[src/rtl/dssfw_pkg.sv]
// Shared types and constants for the decimal seven-segment frame writer.
// Depends on nothing; imported by every module of the block.
package dssfw_pkg;

	// Number of decimal digits shown per number
	localparam int DIGIT_COUNT = 8;
	localparam int POS_W = (DIGIT_COUNT > 1) ? $clog2(DIGIT_COUNT) : 1;

	// Depth of the digit queue between front and back
	localparam int QUEUE_DEPTH = 4;
	localparam int QPTR_W = $clog2(QUEUE_DEPTH);
	localparam int QCNT_W = $clog2(QUEUE_DEPTH + 1);

	// Reciprocal of ten: floor(n * DIV10_MAGIC / 2^35) == n / 10 for 32-bit n
	localparam logic [31:0] DIV10_MAGIC = 32'hcccc_cccd;
	localparam int DIV10_SHIFT = 35;

	// Display controller bytes
	localparam logic [7:0] CMD_FIXED_ADDR = 8'h44;
	localparam logic [7:0] ADDR_BASE = 8'hc0;

	// Byte phase within one digit
	localparam logic [1:0] PH_CMD = 2'd0;
	localparam logic [1:0] PH_ADDR = 2'd1;
	localparam logic [1:0] PH_SEG = 2'd2;

	// One digit handed from front to back
	typedef struct packed {
		logic [3:0] digit;
		logic [POS_W-1:0] pos;
		logic last;
	} digit_entry_t;

	// Segment pattern of a decimal digit
	function automatic logic [7:0] seg_code(input logic [3:0] d);
		logic [7:0] code;
		unique case (d)
			4'd0: code = 8'h3f;
			4'd1: code = 8'h06;
			4'd2: code = 8'h5b;
			4'd3: code = 8'h4f;
			4'd4: code = 8'h66;
			4'd5: code = 8'h6d;
			4'd6: code = 8'h7d;
			4'd7: code = 8'h07;
			4'd8: code = 8'h7f;
			4'd9: code = 8'h6f;
			default: code = 8'h00;
		endcase
		return code;
	endfunction

endpackage

[src/rtl/dssfw_back.sv]
// Back end: turns each queued digit into command, address and segment bytes.
// Depends on dssfw_pkg; drains dssfw_queue into the output register.
module dssfw_back
	import dssfw_pkg::*;
(
	input  logic clk,
	input  logic arst_n,
	input  logic empty,
	input  digit_entry_t head,
	output logic pop,
	output logic out_valid,
	input  logic out_ready,
	output logic [7:0] out_byte,
	output logic out_frame_end,
	output logic out_last
);

	logic [1:0] phase_q;
	logic out_valid_q;
	logic [7:0] out_byte_q;
	logic out_frame_end_q;
	logic out_last_q;
	logic load;
	logic [7:0] next_byte;

	assign load = !empty && (!out_valid_q || out_ready);
	assign pop = load && (phase_q == PH_SEG);

	// Select the byte for the current phase
	always_comb begin
		unique case (phase_q)
			PH_CMD: next_byte = CMD_FIXED_ADDR;
			PH_ADDR: next_byte = ADDR_BASE + {(7 - POS_W)'(0), head.pos, 1'b0};
			default: next_byte = seg_code(head.digit);
		endcase
	end

	// Step through the three bytes of a digit
	always_ff @(posedge clk or negedge arst_n) begin
		if (!arst_n) begin
			phase_q <= PH_CMD;
			out_valid_q <= 1'b0;
		end else begin
			if (load) begin
				phase_q <= (phase_q == PH_SEG) ? PH_CMD : phase_q + 2'd1;
				out_valid_q <= 1'b1;
			end else if (out_ready) begin
				out_valid_q <= 1'b0;
			end
		end
	end

	// Hold the output transaction until taken
	always_ff @(posedge clk) begin
		if (load) begin
			out_byte_q <= next_byte;
			out_frame_end_q <= (phase_q != PH_ADDR);
			out_last_q <= (phase_q == PH_SEG) && head.last;
		end
	end

	assign out_valid = out_valid_q;
	assign out_byte = out_byte_q;
	assign out_frame_end = out_frame_end_q;
	assign out_last = out_last_q;

	a_phase_legal: assert property (@(posedge clk) disable iff (!arst_n)
		phase_q != 2'd3)
		else $error("illegal byte phase");
	a_last_closes: assert property (@(posedge clk) disable iff (!arst_n)
		(out_valid && out_last) |-> out_frame_end)
		else $error("last byte does not close a frame");

endmodule

[config.mk]
export PLATFORM = sky130hd
export DESIGN_NAME = dssfw_back
export DESIGN_NICKNAME = d
export VERILOG_FILES = /design/src/rtl/dssfw_pkg.sv /design/src/rtl/dssfw_back.sv
export SDC_FILE = /design/constraint.sdc
export NUM_CORES = 1
export LEC_CHECK = 0
export BUFFER_PORTS_ARGS = -buffer_cell sky130_fd_sc_hd__buf_2
export CORE_MARGIN = 8
export CORE_UTILIZATION = 51
export CTS_CLUSTER_SIZE = 40
export DETAILED_ROUTE_END_ITERATION = 12
export GPL_TIMING_DRIVEN = 0
export PLACE_DENSITY = 0.82
export RECOVER_POWER = 50
export SYNTH_ARGS = -nofsm -noshare
export SYNTH_HDL_FRONTEND = slang
export SYNTH_SLANG_ARGS = --single-unit
[constraint.sdc]
create_clock -name clk -period 2.4 [get_ports clk]
set_input_delay 0.12 -clock clk [delete_from_list [all_inputs] [get_ports clk]]
set_output_delay 0.12 -clock clk [all_outputs]
set_load 0.01 [all_outputs]
==> results.txt <==
The completed layout was analyzed and its total power is 0.667 mW. The power density of the placed cells came out at 759 nW/um^2. The tree is rooted in a clkbuf_4.

The average footprint of a synthesized cell came out at between 10 and 15 sq um. In this run the cell area of the synthesized design comes to 731 sq um. The count of final max-slew check failures is 0. The count of maximum capacitance violations came out at 0. The setup slack of the most critical reg-to-reg path came out at 1.09 ns.

The die footprint came out at approximately 2900 sq um. By count the netlist is led by edfxtp_1 (10), inv_1 (6), ha_1 (5). Clock-pin slew was measured on the worst setup and hold paths at 0.08 ns.

The post-layout minimum cycle time came out at about 1.6 ns. The total grt overflow came out at 0. The final critical path takes up 64.9% of the cycle.

The number of enable flip-flop cells after synthesis is 10. The number of global-route vias before repair came out at 530. After clock tree synthesis, the setup repair step added 0 buffers.

The total area inside the core boundary comes to 1320 sq um. The final hold violation count is 0. The hold path startpoint is out_ready. Compared with the post-synthesis result, the final layout area differs by 20.4%.

The static leakage came out at 0.376 nW. The total CTS buffers came out at 3. The average wire per cell in the routed design came out at 13.8 microns. The critical register-to-register path endpoint is phase_q[1]$_DFFE_PN0P_. The critical path arrival came out at roughly 1.4 ns.

The flow ran to the end, and the final reports show no timing, DRC or antenna violations. The number of clock sinks is 13. The number of top-level design ports is 24. In this run the remaining antenna-violating nets after routing total 0. The number of remaining DRC errors is 0. The worst setup path is captured at an output pin.

Entering global routing, the biggest net connects 14 pins. The number of antenna violations at the first check in global routing is 0. The worst hold path was traced through 2 stages. The slowest stage of the critical path is the dfrtp_1 cell. The via count normalized by instance count came out at 5.11. The count of unique library cells instantiated by Yosys came out at 32.

The net count after synthesis came out at 77. For this run, the top clock speed supported by timing is 642 MHz. The detailed-route wire length is 1430 microns. The final net count came out at 106. The leading area contributor after synthesis is edfxtp_1. The number of vias in the routed layout came out at 526. The share of flip-flops with an asynchronous set or reset came out at 23.1%. Setup repair after global routing left no endpoint under its margin. The later pin in the worst-skew pair is clocked with a latency of 0.28 ns. The height of the die came out at 53.9 microns. The number of levels in the clock H-tree is 1. The number of core rows came out at 13.

Setup violations remaining at the end of the flow were counted as 0. The worst hold path belongs to the class in2reg. Among all flip-flop cells after synthesis, the most frequent one is edfxtp_1. The maximum buffer depth of the clock tree came out at 2.

The ratio of cells with drive above 1 in the final layout came out at between 20% and 30%. The fraction of post-synthesis cell area in the top cell type by area is between 40% and 50%. The TritonCTS clock tree is yes. The number of iterations in the first detailed-routing pass is 4.

Across the VDD grid, the largest voltage drop is between 500 and 600 uV. The final clock skew came out at slightly above 0.009 ns. Synthesis produced 60 cells.

Global routing used 11.3% of the available tracks. During placement, the flow inserted port buffers numbering 23. The start of the worst register-to-register path is out_valid$_DFFE_PN0P_. In this run the tightest slew margin relative to its limit is 71.8%. In this run the horizontal extent of the chip is 53.9 microns. The accumulated negative setup slack came out at 0 ns. For this block, the initial DRC count from the detailed router was 14.

Traced cell by cell, the critical path runs through a21oi_4 > and3b_1 > buf_2. For hold timing, the worst endpoint is out_valid$_DFFE_PN0P_. In the post-synthesis netlist, the biggest area contributors are edfxtp_1 (41%), dfrtp_1 (10%), ha_1 (8.6%). The number of diodes is 0. For this run, the slowest stage of the critical path takes ~0.42 ns.

The Yosys warning count came out at 0. The number of cells on the worst reg-to-reg path came out at 2. The effective utilization at floorplan is 55.5%. The weighted congestion reported at the end of routability-driven placement came out at 0.841. Counting flops and latches in the post-synthesis netlist gives 13. The number of fillers in the final layout is 112. STA classifies the critical path startpoint as a flip-flop. The leading cell type by number of instances after synthesis is edfxtp_1. The transition time at the pin with the least slew margin came out at 0.423 ns. The required time at the endpoint of the critical path came out at 2.28 ns. Along the worst path, the maximum fanout reaches 13.

By startpoint and endpoint, the worst setup path is classified as reg2out. The register area share after synthesis came out at 51.4%. The wire length of the first global-routing pass is 2370 microns. The estimated wirelength of the detail-placed design is 1070 microns.
-- cells by family after synthesis --
family	after synthesis	synth area share [%]
adders and majority gates	5	8.56
xor gates and xnor gates	1	1.20
muxes	2	3.08
DFF	13	51.4
and+or+nand+nor	16	15.2
buffers and inverters	9	6.16
AOI/OAI and AO/OA	14	14.4
-- worst max-delay path, delay by kind of cell (launching register included) --
family	cells	cell delay (ns)
compound gates	1	0.40
buf+inv	1	0.12
simple gates	1	0.21
flops	1	0.42
-- flip-flops by register name, summed over array words and instances, names as in the netlist --
| name | cells |
|---|---|
| phase_q | 2 |
| out_valid | 1 |
| out_last | 1 |
| out_frame_end | 1 |
| out_byte | 8 |
-- what timing repair did --
action | in CTS | in global routing
hold endpoints to repair | 3 | 0
hold buffers | 1 | 0
resized for setup | 0 | 0
-- final cells by class --
type	instances	area (sq um)	area share, %
inverters	7	26.3	2.99
well taps	15	18.8	2.13
multi-input cells	38	308	35.0
repair buffers	24	110	12.5
plain buffers	2	15.0	1.71
flip-flops and latches	13	375	42.7
clock buffers	4	26.3	2.99
-- how the worst max path moves through the flow --
| stage | startpoint | to | slack [ns] | depth (start not counted) |
|---|---|---|---|---|
| after global routing | out_valid$_DFFE_PN0P_ | pop | 0.73 | 3 |
| after floorplan | out_valid$_DFFE_PN0P_ | phase_q[1]$_DFFE_PN0P_ | 1.15 | 2 |
| after detailed placement | out_valid$_DFFE_PN0P_ | phase_q[1]$_DFFE_PN0P_ | 1.09 | 2 |
| after CTS | out_valid$_DFFE_PN0P_ | pop | 0.83 | 3 |
| final | out_valid$_DFFE_PN0P_ | pop | 0.84 | 3 |
| after global placement | out_valid$_DFFE_PN0P_ | phase_q[1]$_DFFE_PN0P_ | 1.11 | 2 |
-- routing by layer --
metal / track usage (%) / up-vias / share of wire (%)
met5: 0 / - / 0
met4: 8.82 / 0 / 3.6
li1: - / 271 / -
met1: 12.5 / 233 / 46
met3: 2.75 / 5 / 5.1
met2: 18.1 / 17 / 45
-- cells in the final DEF (no fill, tap or decap), types with 2 or more instances in the layout --
cell	Yosys	layout
clkbuf_1	0	14
nand2b_1	2	2
dfrtp_1	3	3
clkbuf_4	0	3
and3b_1	2	2
a21oi_1	2	2
ha_1	5	5
nand2_1	4	4
o21ai_0	3	3
edfxtp_1	10	10
buf_2	0	11
inv_1	6	6
-- report_power, final --
| part | internal, mW | total [mW] | switching, mW |
|---|---|---|---|
| clock network | 0.0646 | 0.135 | 0.0709 |
| registers | 0.306 | 0.333 | 0.0267 |
| logic | 0.0871 | 0.199 | 0.112 |
-- stage by stage --
stage / setup WS [ns] / cells / hold WS [ns] / util, % / cell area (sq um)
3_5_place_dp: 1.09 / 98 / -0.0764 / 65.6 / 865
3_3_place_gp: 1.11 / 98 / -0.0780 / 65.6 / 865
5_1_grt: 0.726 / 103 / 0.0775 / 66.8 / 880
6_report: 0.843 / 103 / 0.0399 / 66.8 / 880
4_1_cts: 0.833 / 103 / 0.0450 / 68.4 / 901
2_1_floorplan: 1.15 / 60 / -0.176 / - / 731
Power figures use the tool's default switching activity.
