[src/rtl/dssfw_pkg.sv]
// Shared types and constants for the decimal seven-segment frame writer.
// Depends on nothing; imported by every module of the block.
package dssfw_pkg;

	// Number of decimal digits shown per number
	localparam int DIGIT_COUNT = 8;
	localparam int POS_W = (DIGIT_COUNT > 1) ? $clog2(DIGIT_COUNT) : 1;

	// Depth of the digit queue between front and back
	localparam int QUEUE_DEPTH = 4;
	localparam int QPTR_W = $clog2(QUEUE_DEPTH);
	localparam int QCNT_W = $clog2(QUEUE_DEPTH + 1);

	// Reciprocal of ten: floor(n * DIV10_MAGIC / 2^35) == n / 10 for 32-bit n
	localparam logic [31:0] DIV10_MAGIC = 32'hcccc_cccd;
	localparam int DIV10_SHIFT = 35;

	// Display controller bytes
	localparam logic [7:0] CMD_FIXED_ADDR = 8'h44;
	localparam logic [7:0] ADDR_BASE = 8'hc0;

	// Byte phase within one digit
	localparam logic [1:0] PH_CMD = 2'd0;
	localparam logic [1:0] PH_ADDR = 2'd1;
	localparam logic [1:0] PH_SEG = 2'd2;

	// One digit handed from front to back
	typedef struct packed {
		logic [3:0] digit;
		logic [POS_W-1:0] pos;
		logic last;
	} digit_entry_t;

	// Segment pattern of a decimal digit
	function automatic logic [7:0] seg_code(input logic [3:0] d);
		logic [7:0] code;
		unique case (d)
			4'd0: code = 8'h3f;
			4'd1: code = 8'h06;
			4'd2: code = 8'h5b;
			4'd3: code = 8'h4f;
			4'd4: code = 8'h66;
			4'd5: code = 8'h6d;
			4'd6: code = 8'h7d;
			4'd7: code = 8'h07;
			4'd8: code = 8'h7f;
			4'd9: code = 8'h6f;
			default: code = 8'h00;
		endcase
		return code;
	endfunction

endpackage

[src/rtl/dssfw_queue.sv]
// Short digit queue decoupling the front end from the byte emitter.
// Depends on dssfw_pkg.
module dssfw_queue
	import dssfw_pkg::*;
(
	input  logic clk,
	input  logic arst_n,
	input  logic push,
	input  digit_entry_t push_entry,
	output logic full,
	input  logic pop,
	output logic empty,
	output digit_entry_t head
);

	digit_entry_t slot_q [QUEUE_DEPTH];
	logic [QPTR_W-1:0] wr_ptr_q;
	logic [QPTR_W-1:0] rd_ptr_q;
	logic [QCNT_W-1:0] count_q;

	assign full = (count_q == QCNT_W'(QUEUE_DEPTH));
	assign empty = (count_q == '0);
	assign head = slot_q[rd_ptr_q];

	// Advance pointers and fill level
	always_ff @(posedge clk or negedge arst_n) begin
		if (!arst_n) begin
			wr_ptr_q <= '0;
			rd_ptr_q <= '0;
			count_q <= '0;
		end else begin
			if (push) begin
				wr_ptr_q <= wr_ptr_q + QPTR_W'(1);
			end
			if (pop) begin
				rd_ptr_q <= rd_ptr_q + QPTR_W'(1);
			end
			if (push && !pop) begin
				count_q <= count_q + QCNT_W'(1);
			end else if (pop && !push) begin
				count_q <= count_q - QCNT_W'(1);
			end
		end
	end

	// Store the pushed entry
	always_ff @(posedge clk) begin
		if (push) begin
			slot_q[wr_ptr_q] <= push_entry;
		end
	end

	a_no_overflow: assert property (@(posedge clk) disable iff (!arst_n)
		push |-> !full)
		else $error("push into full queue");
	a_no_underflow: assert property (@(posedge clk) disable iff (!arst_n)
		pop |-> !empty)
		else $error("pop from empty queue");

endmodule

[config.mk]
export PLATFORM = sky130hd
export DESIGN_NAME = dssfw_queue
export DESIGN_NICKNAME = d
export VERILOG_FILES = /design/src/rtl/dssfw_pkg.sv /design/src/rtl/dssfw_queue.sv
export SDC_FILE = /design/constraint.sdc
export NUM_CORES = 1
export LEC_CHECK = 0
export BUFFER_PORTS_ARGS = -buffer_cell sky130_fd_sc_hd__buf_2
export CAP_MARGIN = 20
export CORE_MARGIN = 1.5
export CORE_UTILIZATION = 46
export DETAILED_ROUTE_END_ITERATION = 8
export PLACE_DENSITY = 0.66
export SYNTH_ARGS = -nofsm -noshare
export SYNTH_HDL_FRONTEND = slang
export SYNTH_SLANG_ARGS = --single-unit
[constraint.sdc]
create_clock -name clk -period 1.8 [get_ports clk]
set_input_delay 0.18 -clock clk [delete_from_list [all_inputs] [get_ports clk]]
set_output_delay 0.18 -clock clk [all_outputs]
set_load 0.01 [all_outputs]
==> flow_metrics.py, run 1 <==
metrics = {
    "yosys": {
        "synth_top_area_share_pct": 62.1,
        "synth.largest_area_cell": "edfxtp_1",
        "synth-async-reset-ratio_pct": 17.9,
        "ys.flop_type": "edfxtp_1",
        "synthMostInstantiatedCell": "edfxtp_1",
        "yosys_warnings": 0,
        "synth_cells": 76,
        "synthTopCellsByCount": "edfxtp_1, mux4_2, dfrtp_1",
        "synth_enable_flop_cells": 32,
        "synth.area.top_cells": "edfxtp_1, mux4_2, dfrtp_1, ha_1, xor2_1",
        "ys_seq_area_share_pct": 73.4,
        "syn_avg_cell_area_sq_um": 20.4,
        "synth.distinct_cells": 17,
        "synth_nets": 94,
        "ys_ff_latch": 39,
        "syn_area_sq_mm": 0.00155,
    },
    "global_routing": {
        "antenna_found_initial": 0,
        "grt_pass1_wl_um": 3630,
        "grt.total_usage_pct": 14.7,
        "grt_pass1_vias": 770,
        "grt_busiest_layer": "met2",
        "use_met1_pct": 18.6,
        "grt_start_max_net_pins": 12,
        "met2_usage_pct": 23.2,
        "grtUsageMet3_pct": 5.76,
        "overflow": 0,
    },
    "die": {
        "dieArea_sq_mm": 0.00372,
        "core_area_sq_mm": 0.00313,
        "io_pins": 22,
        "die_x_um": 61.0,
        "initial_core_util_pct": 49.5,
        "num_rows": 20,
        "die_h_um": 61.0,
    },
    "cells_and_area": {
        "n_fill_cell": 247,
        "syn_to_final_growth_pct": 15.7,
        "fin_util_pct": 57.2,
        "nNetsFinal": 125,
        "insertedDiodeCount": 0,
        "multiInputGateArea_sq_um": 380,
        "final_cells": 152,
        "seqCellArea_sq_mm": 0.00114,
        "drive_above_1_share_pct": 38.0,
        "finalInstanceArea_sq_mm": 0.00179,
    },
    "run": {
        "cap_viol_max_count": 0,
    },
    "worst_setup_path": {
        "r2r_cells": 3,
        "cp-start-kind": "flop",
        "critPathArrivalTime_ps": 1520,
        "critPathCaptureType": "primary output",
        "path_class": "reg2out",
        "crit_fanout": 4,
        "worst_ep_required_time_ps": 1620,
    },
    "detailed_routing": {
        "viasPerCell": 4.87,
        "wirelength_um": 2200,
        "drcViolationCount": 0,
        "drt-initial-drc-count": 11,
        "ant_nets": 0,
        "via_count": 740,
        "first_pass_iters": 4,
        "wl_per_cell_um": 14.4,
    },
    "placement": {
        "placed_cell_area_sq_mm": 0.00171,
        "dp_hpwl_um": 1560,
        "io_buffers": 21,
        "gp_congestion": 0.639,
        "pre_cts_ws_ps": 333,
        "placed_cells": 141,
    },
    "cts": {
        "cts_root_buf": "clkbuf_4",
        "cts.sinks": 39,
        "numCtsBuffers": 5,
        "htreeDepth": 2,
        "insertion_delay_ps": 330,
        "clk_pin_slew_worst_paths_ps": 100,
        "clk_path_buf_depth": 2,
        "cts_tree": "done",
    },
    "pwr": {
        "pwr_density_cell_mw_per_mm2": 1460,
        "p_leak_nw": 0.677,
        "ir_drop_mv": 0.756,
        "totalPowerFinal_mw": 2.62,
    },
    "sta": {
        "fin_skew_ps": 6.99,
        "relSlewSlack_pct": 70.1,
        "hold_viol_final": 0,
        "setup_tns_ps": 0,
        "report.final.slew_viol_count": 0,
        "post-route-min-period_ps": 1700,
        "fmax_mhz": 587,
        "whs_ps": 54.4,
        "min_period_over_period_pct": 94.6,
        "worst_slew_pin_slew_ps": 449,
        "rsz0062_at_grt": "false",
        "finalSetupViolations": 0,
        "setup_slack_ps": 97.1,
    },
    "worst_hold_path": {
        "min_path_type": "in2reg",
        "hold_depth": 2,
    },
    "outcome": {
        "run_status": "finished, final reports clean",
    },
}
[report_power, final]
part | switching, mW | total [mW] | internal, mW | leakage, nW
sequential | 0.153 | 1.36 | 1.21 | 0.375
clock | 0.256 | 0.409 | 0.152 | 0.0293
combinational | 0.376 | 0.844 | 0.468 | 0.273
[layout make-up]
cell class	count	area share [%]
repair buffers	26	8.53
inverters	4	0.839
well taps	44	3.07
multi-input cells	31	21.2
clock inverters	1	0.280
flip-flops and latches	39	63.5
clock buffers	7	2.52
[timing repair]
| action | CTS | global route |
|---|---|---|
| setup endpoints to repair | 5 | 7 |
| gates resized for setup | 1 | 2 |
| endpoints found under the hold margin | 7 | 0 |
| setup buffers | 0 | 2 |
| hold buffers | 1 | 0 |
[worst max-delay path: stages (launching register included)]
cell	delay (ps)
dfrtp_2	420
buf_6	140
mux4_2	490
buf_2	150
[logic make-up after synthesis]
logic type | after synthesis | synth area share [%]
AO/OA/AOI/OAI | 1 | 0.323
XOR/XNOR | 6 | 3.40
adder cells (fa/ha/maj) | 6 | 5.34
buffers and inverters | 6 | 2.02
flip-flops | 39 | 73.4
multiplexers | 9 | 12.4
AND/OR/NAND/NOR | 9 | 3.15
[routing by layer]
layer	vias up	part of all wire [%]
met3	0	5.1
met4	0	0
met2	18	51
met5	-	0
li1	347	-
met1	375	44
[path summary, 6_finish.rpt]
kind	start	end	slack, ps
max in group asynchronous	arst_n	rd_ptr_q[0]$_DFFE_PN0P_	1420
min	pop	rd_ptr_q[0]$_DFFE_PN0P_	50
max reg2reg	wr_ptr_q[1]$_DFFE_PN0P_	slot_q[1][7]$_DFFE_PP_	400
max	rd_ptr_q[0]$_DFFE_PN0P_	head[2]	100
min in group asynchronous	arst_n	count_q[0]$_DFFE_PN0P_	200
min reg2reg	count_q[2]$_DFFE_PN0P_	count_q[2]$_DFFE_PN0P_	500
[flip-flops by register name (all words and copies together), names as in the netlist]
| register | cells |
|---|---|
| wr_ptr_q | 2 |
| count_q | 3 |
| rd_ptr_q | 2 |
| slot_q | 32 |
[placed cells by master, fill, tap and decap left out]
| master | netlist | routed |
|---|---|---|
| nand2_1 | 2 | 2 |
| xnor2_1 | 2 | 2 |
| nor2_1 | 1 | 1 |
| nor3_1 | 1 | 1 |
| o21ai_0 | 1 | 1 |
| buf_6 | 1 | 2 |
| clkbuf_4 | 0 | 5 |
| inv_1 | 4 | 4 |
| clkbuf_1 | 0 | 2 |
| edfxtp_1 | 32 | 32 |
| dfrtp_1 | 7 | 6 |
| buf_2 | 1 | 21 |
| xor2_1 | 4 | 4 |
| and2_1 | 4 | 4 |
| dfrtp_2 | 0 | 1 |
| mux4_2 | 8 | 8 |
| fa_1 | 1 | 1 |
| buf_4 | 0 | 2 |
| ha_1 | 5 | 5 |
| mux2_2 | 1 | 1 |
| dlygate4sd3_1 | 0 | 1 |
| nor3b_1 | 1 | 1 |
| clkinv_2 | 0 | 1 |
Note: power is estimated with default switching activity, not from simulation.
==> inputs of run 2 (changes only) <==
--- a/config.mk
+++ b/config.mk
@@ -5,6 +5,7 @@
 export SDC_FILE = /design/constraint.sdc
 export NUM_CORES = 1
 export LEC_CHECK = 0
+export ABC_AREA = 1
 export BUFFER_PORTS_ARGS = -buffer_cell sky130_fd_sc_hd__buf_2
 export CAP_MARGIN = 20
 export CORE_MARGIN = 1.5
==> run 2 against run 1 <==
Effect of this change:
- wire length up 26%
- setup slack better by 120 ps
- worst hold slack improved by 48 ps
- maximum frequency up 7.7%
- die area increased by 9.8%
- global-route usage increased by 0.78 points
- sequential power hardly changed
- critical endpoint is now head[1]
==> flow_metrics.py, run 2 <==
metrics = {
    "yosys": {
        "synth_cells": 141,
        "synth_top_family_by_area": "buffers and inverters",
        "synth.area.top_cells": "edfxtp_1, dfrtp_1, nand2_1, o211ai_1, inv_1",
        "syn_area_sq_mm": 0.00171,
        "ys.flop_type": "edfxtp_1",
        "synth-async-reset-ratio_pct": 17.9,
        "synth_nets": 159,
        "ys_seq_area_share_pct": 66.6,
        "yosys_warnings": 0,
        "synth_compound_area_share_pct": 7.62,
        "synth_mux_area_share_pct": 0,
        "synthMostInstantiatedCell": "nand2_1",
        "synth_simple_gate_area_share_pct": 9.38,
        "syn_avg_cell_area_sq_um": 12.1,
        "synthTopCellsByCount": "nand2_1, edfxtp_1, inv_1",
        "ys_ff_latch": 39,
        "synthAdderAreaFrac_pct": 4.84,
        "synth_enable_flop_cells": 32,
        "synth.distinct_cells": 18,
        "synth_top_area_share_pct": 56.3,
        "synth.largest_area_cell": "edfxtp_1",
        "synth-xor-area-share_pct": 2.05,
    },
    "cells_and_area": {
        "nNetsFinal": 184,
        "n_fill_cell": 308,
        "layout_commonest_cell": "nand2_1",
        "syn_to_final_growth_pct": 15.5,
        "top_regs": "slot_q x32, count_q x3",
        "seqCellArea_sq_mm": 0.00114,
        "drive_above_1_share_pct": 19.2,
        "multiInputGateArea_sq_um": 408,
        "fin_util_pct": 57.3,
        "largest-register": "slot_q",
        "largest_reg_flops": 32,
        "mostFrequentLayoutCells": "nand2_1, edfxtp_1, inv_1",
        "insertedDiodeCount": 0,
    },
    "die": {
        "die_x_um": 63.9,
        "io_pins": 22,
        "core_area_sq_mm": 0.00344,
        "initial_core_util_pct": 49.6,
        "die_h_um": 63.9,
        "dieArea_sq_mm": 0.00408,
        "num_rows": 21,
    },
    "worst_setup_path": {
        "r2r_start": "wr_ptr_q[0]$_DFFE_PN0P_",
        "cp_cell_sequence": "inv_4, o211ai_1, nand2_1, buf_2",
        "cp.depth": 4,
        "rrSetupSlack_ps": 450,
        "path_class": "reg2out",
        "r2r_cells": 4,
        "worst_ep_required_time_ps": 1620,
        "path_buf_inv": 2,
        "critPathCaptureType": "primary output",
        "cp-start-kind": "flop",
        "slowest_delay_ps": 580,
        "crit_slowest_cell": "dfrtp_1",
        "r2r-end": "slot_q[2][1]$_DFFE_PP_",
        "crit_fanout": 9,
        "critPathArrivalTime_ps": 1400,
        "path_delay_family": "flip-flops",
    },
    "sta": {
        "rsz0062_at_grt": "false",
        "setup_slack_ps": 219,
        "report.final.slew_viol_count": 0,
        "finalSetupViolations": 0,
        "relSlewSlack_pct": 73.9,
        "hold_viol_final": 0,
        "post-route-min-period_ps": 1580,
        "whs_ps": 103,
        "fin_skew_ps": 6.20,
        "worst_slew_pin_slew_ps": 391,
        "fmax_mhz": 633,
        "setup_tns_ps": 0,
        "min_period_over_period_pct": 87.8,
    },
    "cts": {
        "cts_tree": "done",
        "clk_path_buf_depth": 2,
        "cts_resized": 0,
        "clk_pin_slew_worst_paths_ps": 70,
        "htreeDepth": 2,
        "cts.sinks": 39,
        "cts_root_buf": "clkbuf_8",
        "numCtsBuffers": 5,
        "insertion_delay_ps": 290,
    },
    "detailed_routing": {
        "viasPerCell": 4.66,
        "wl_per_cell_um": 13.0,
        "first_pass_iters": 4,
        "drt-initial-drc-count": 31,
        "wirelength_um": 2760,
        "ant_nets": 0,
        "drcViolationCount": 0,
        "via_count": 993,
    },
    "global_routing": {
        "grt.total_usage_pct": 15.5,
        "grt_pass1_wl_um": 4620,
        "overflow": 0,
        "grt_pass1_vias": 1007,
        "grt_start_max_net_pins": 21,
        "antenna_found_initial": 0,
    },
    "worst_hold_path": {
        "hold_depth": 2,
        "hold_path_end": "rd_ptr_q[0]$_DFFE_PN0P_",
        "worstHoldStart": "pop",
        "min_path_type": "in2reg",
    },
    "placement": {
        "dp_hpwl_um": 1900,
        "io_buffers": 21,
        "pre_cts_ws_ps": 436,
        "gp_congestion": 0.751,
    },
    "pwr": {
        "p_leak_nw": 0.883,
        "pwr_density_cell_mw_per_mm2": 1630,
        "totalPowerFinal_mw": 3.21,
        "ir_drop_mv": 1.04,
    },
    "outcome": {
        "run_status": "finished, final reports clean",
    },
    "run": {
        "cap_viol_max_count": 0,
    },
}
## run 2: changes by cell type in the layout (fill, tap and decap cells not counted), sizes merged, moves of 2 or more
cell	change
and2	-4
buf	-2
bufinv	+2
inv	+24
mux4	-8
nand2	+35
o211ai	+16
## run 2: power breakdown
group          switching, mW  total (mW)  internal, mW
registers              0.143        1.35          1.21
logic                  0.623        1.02         0.396
clock network          0.282       0.836         0.554
total                   1.05        3.21          2.16
## run 2: final cells by class
| type | count | share of cell area (%) |
|---|---|---|
| multi-input combinational | 68 | 20.7 |
| clock inverter | 2 | 3.05 |
| tap | 46 | 2.92 |
| sequential | 39 | 57.6 |
| inverter | 28 | 5.46 |
| timing repair buffer | 24 | 6.60 |
| clock buffer | 6 | 3.68 |
## run 2: worst max path at each step
stage	from	slack (ps)	endpoint
2_1_floorplan	count_q[0]$_DFFE_PN0P_	610	count_q[2]$_DFFE_PN0P_
3_3_place_gp	push	490	count_q[2]$_DFFE_PN0P_
3_5_place_dp	push	440	count_q[2]$_DFFE_PN0P_
4_1_cts	rd_ptr_q[1]$_DFFE_PN0P_	170	head[1]
5_1_grt	rd_ptr_q[1]$_DFFE_PN0P_	120	head[1]
6_report	rd_ptr_q[1]$_DFFE_PN0P_	220	head[1]
## run 2: metal layers
| metal | track usage (%) | vias up | wire length [um] |
|---|---|---|---|
| met1 | 19.2 | 457 | 1250 |
| met3 | 4.93 | 5 | 111 |
| met4 | 6.52 | 0 | 40 |
| li1 | - | 512 | - |
| met5 | 0 | - | 0 |
| met2 | 25.0 | 19 | 1350 |
## run 2: cells by family after synthesis
logic type | after synthesis
simple gates | 41
flops | 39
buf+inv | 34
compound gates | 17
fa+ha+maj | 6
xor+xnor | 4
## run 2: metrics by stage
step | instance area, sq um | std cells
6_report | 1970 | 213
5_1_grt | 1970 | 213
4_1_cts | 1970 | 213
3_5_place_dp | 1830 | 204
3_3_place_gp | 1830 | 204
2_1_floorplan | 1710 | 141
## run 2: what timing repair did
action / CTS / global route
hold buffers: 1 / 0
buffers inserted: 0 / 0
hold endpoints to repair: 7 / 0
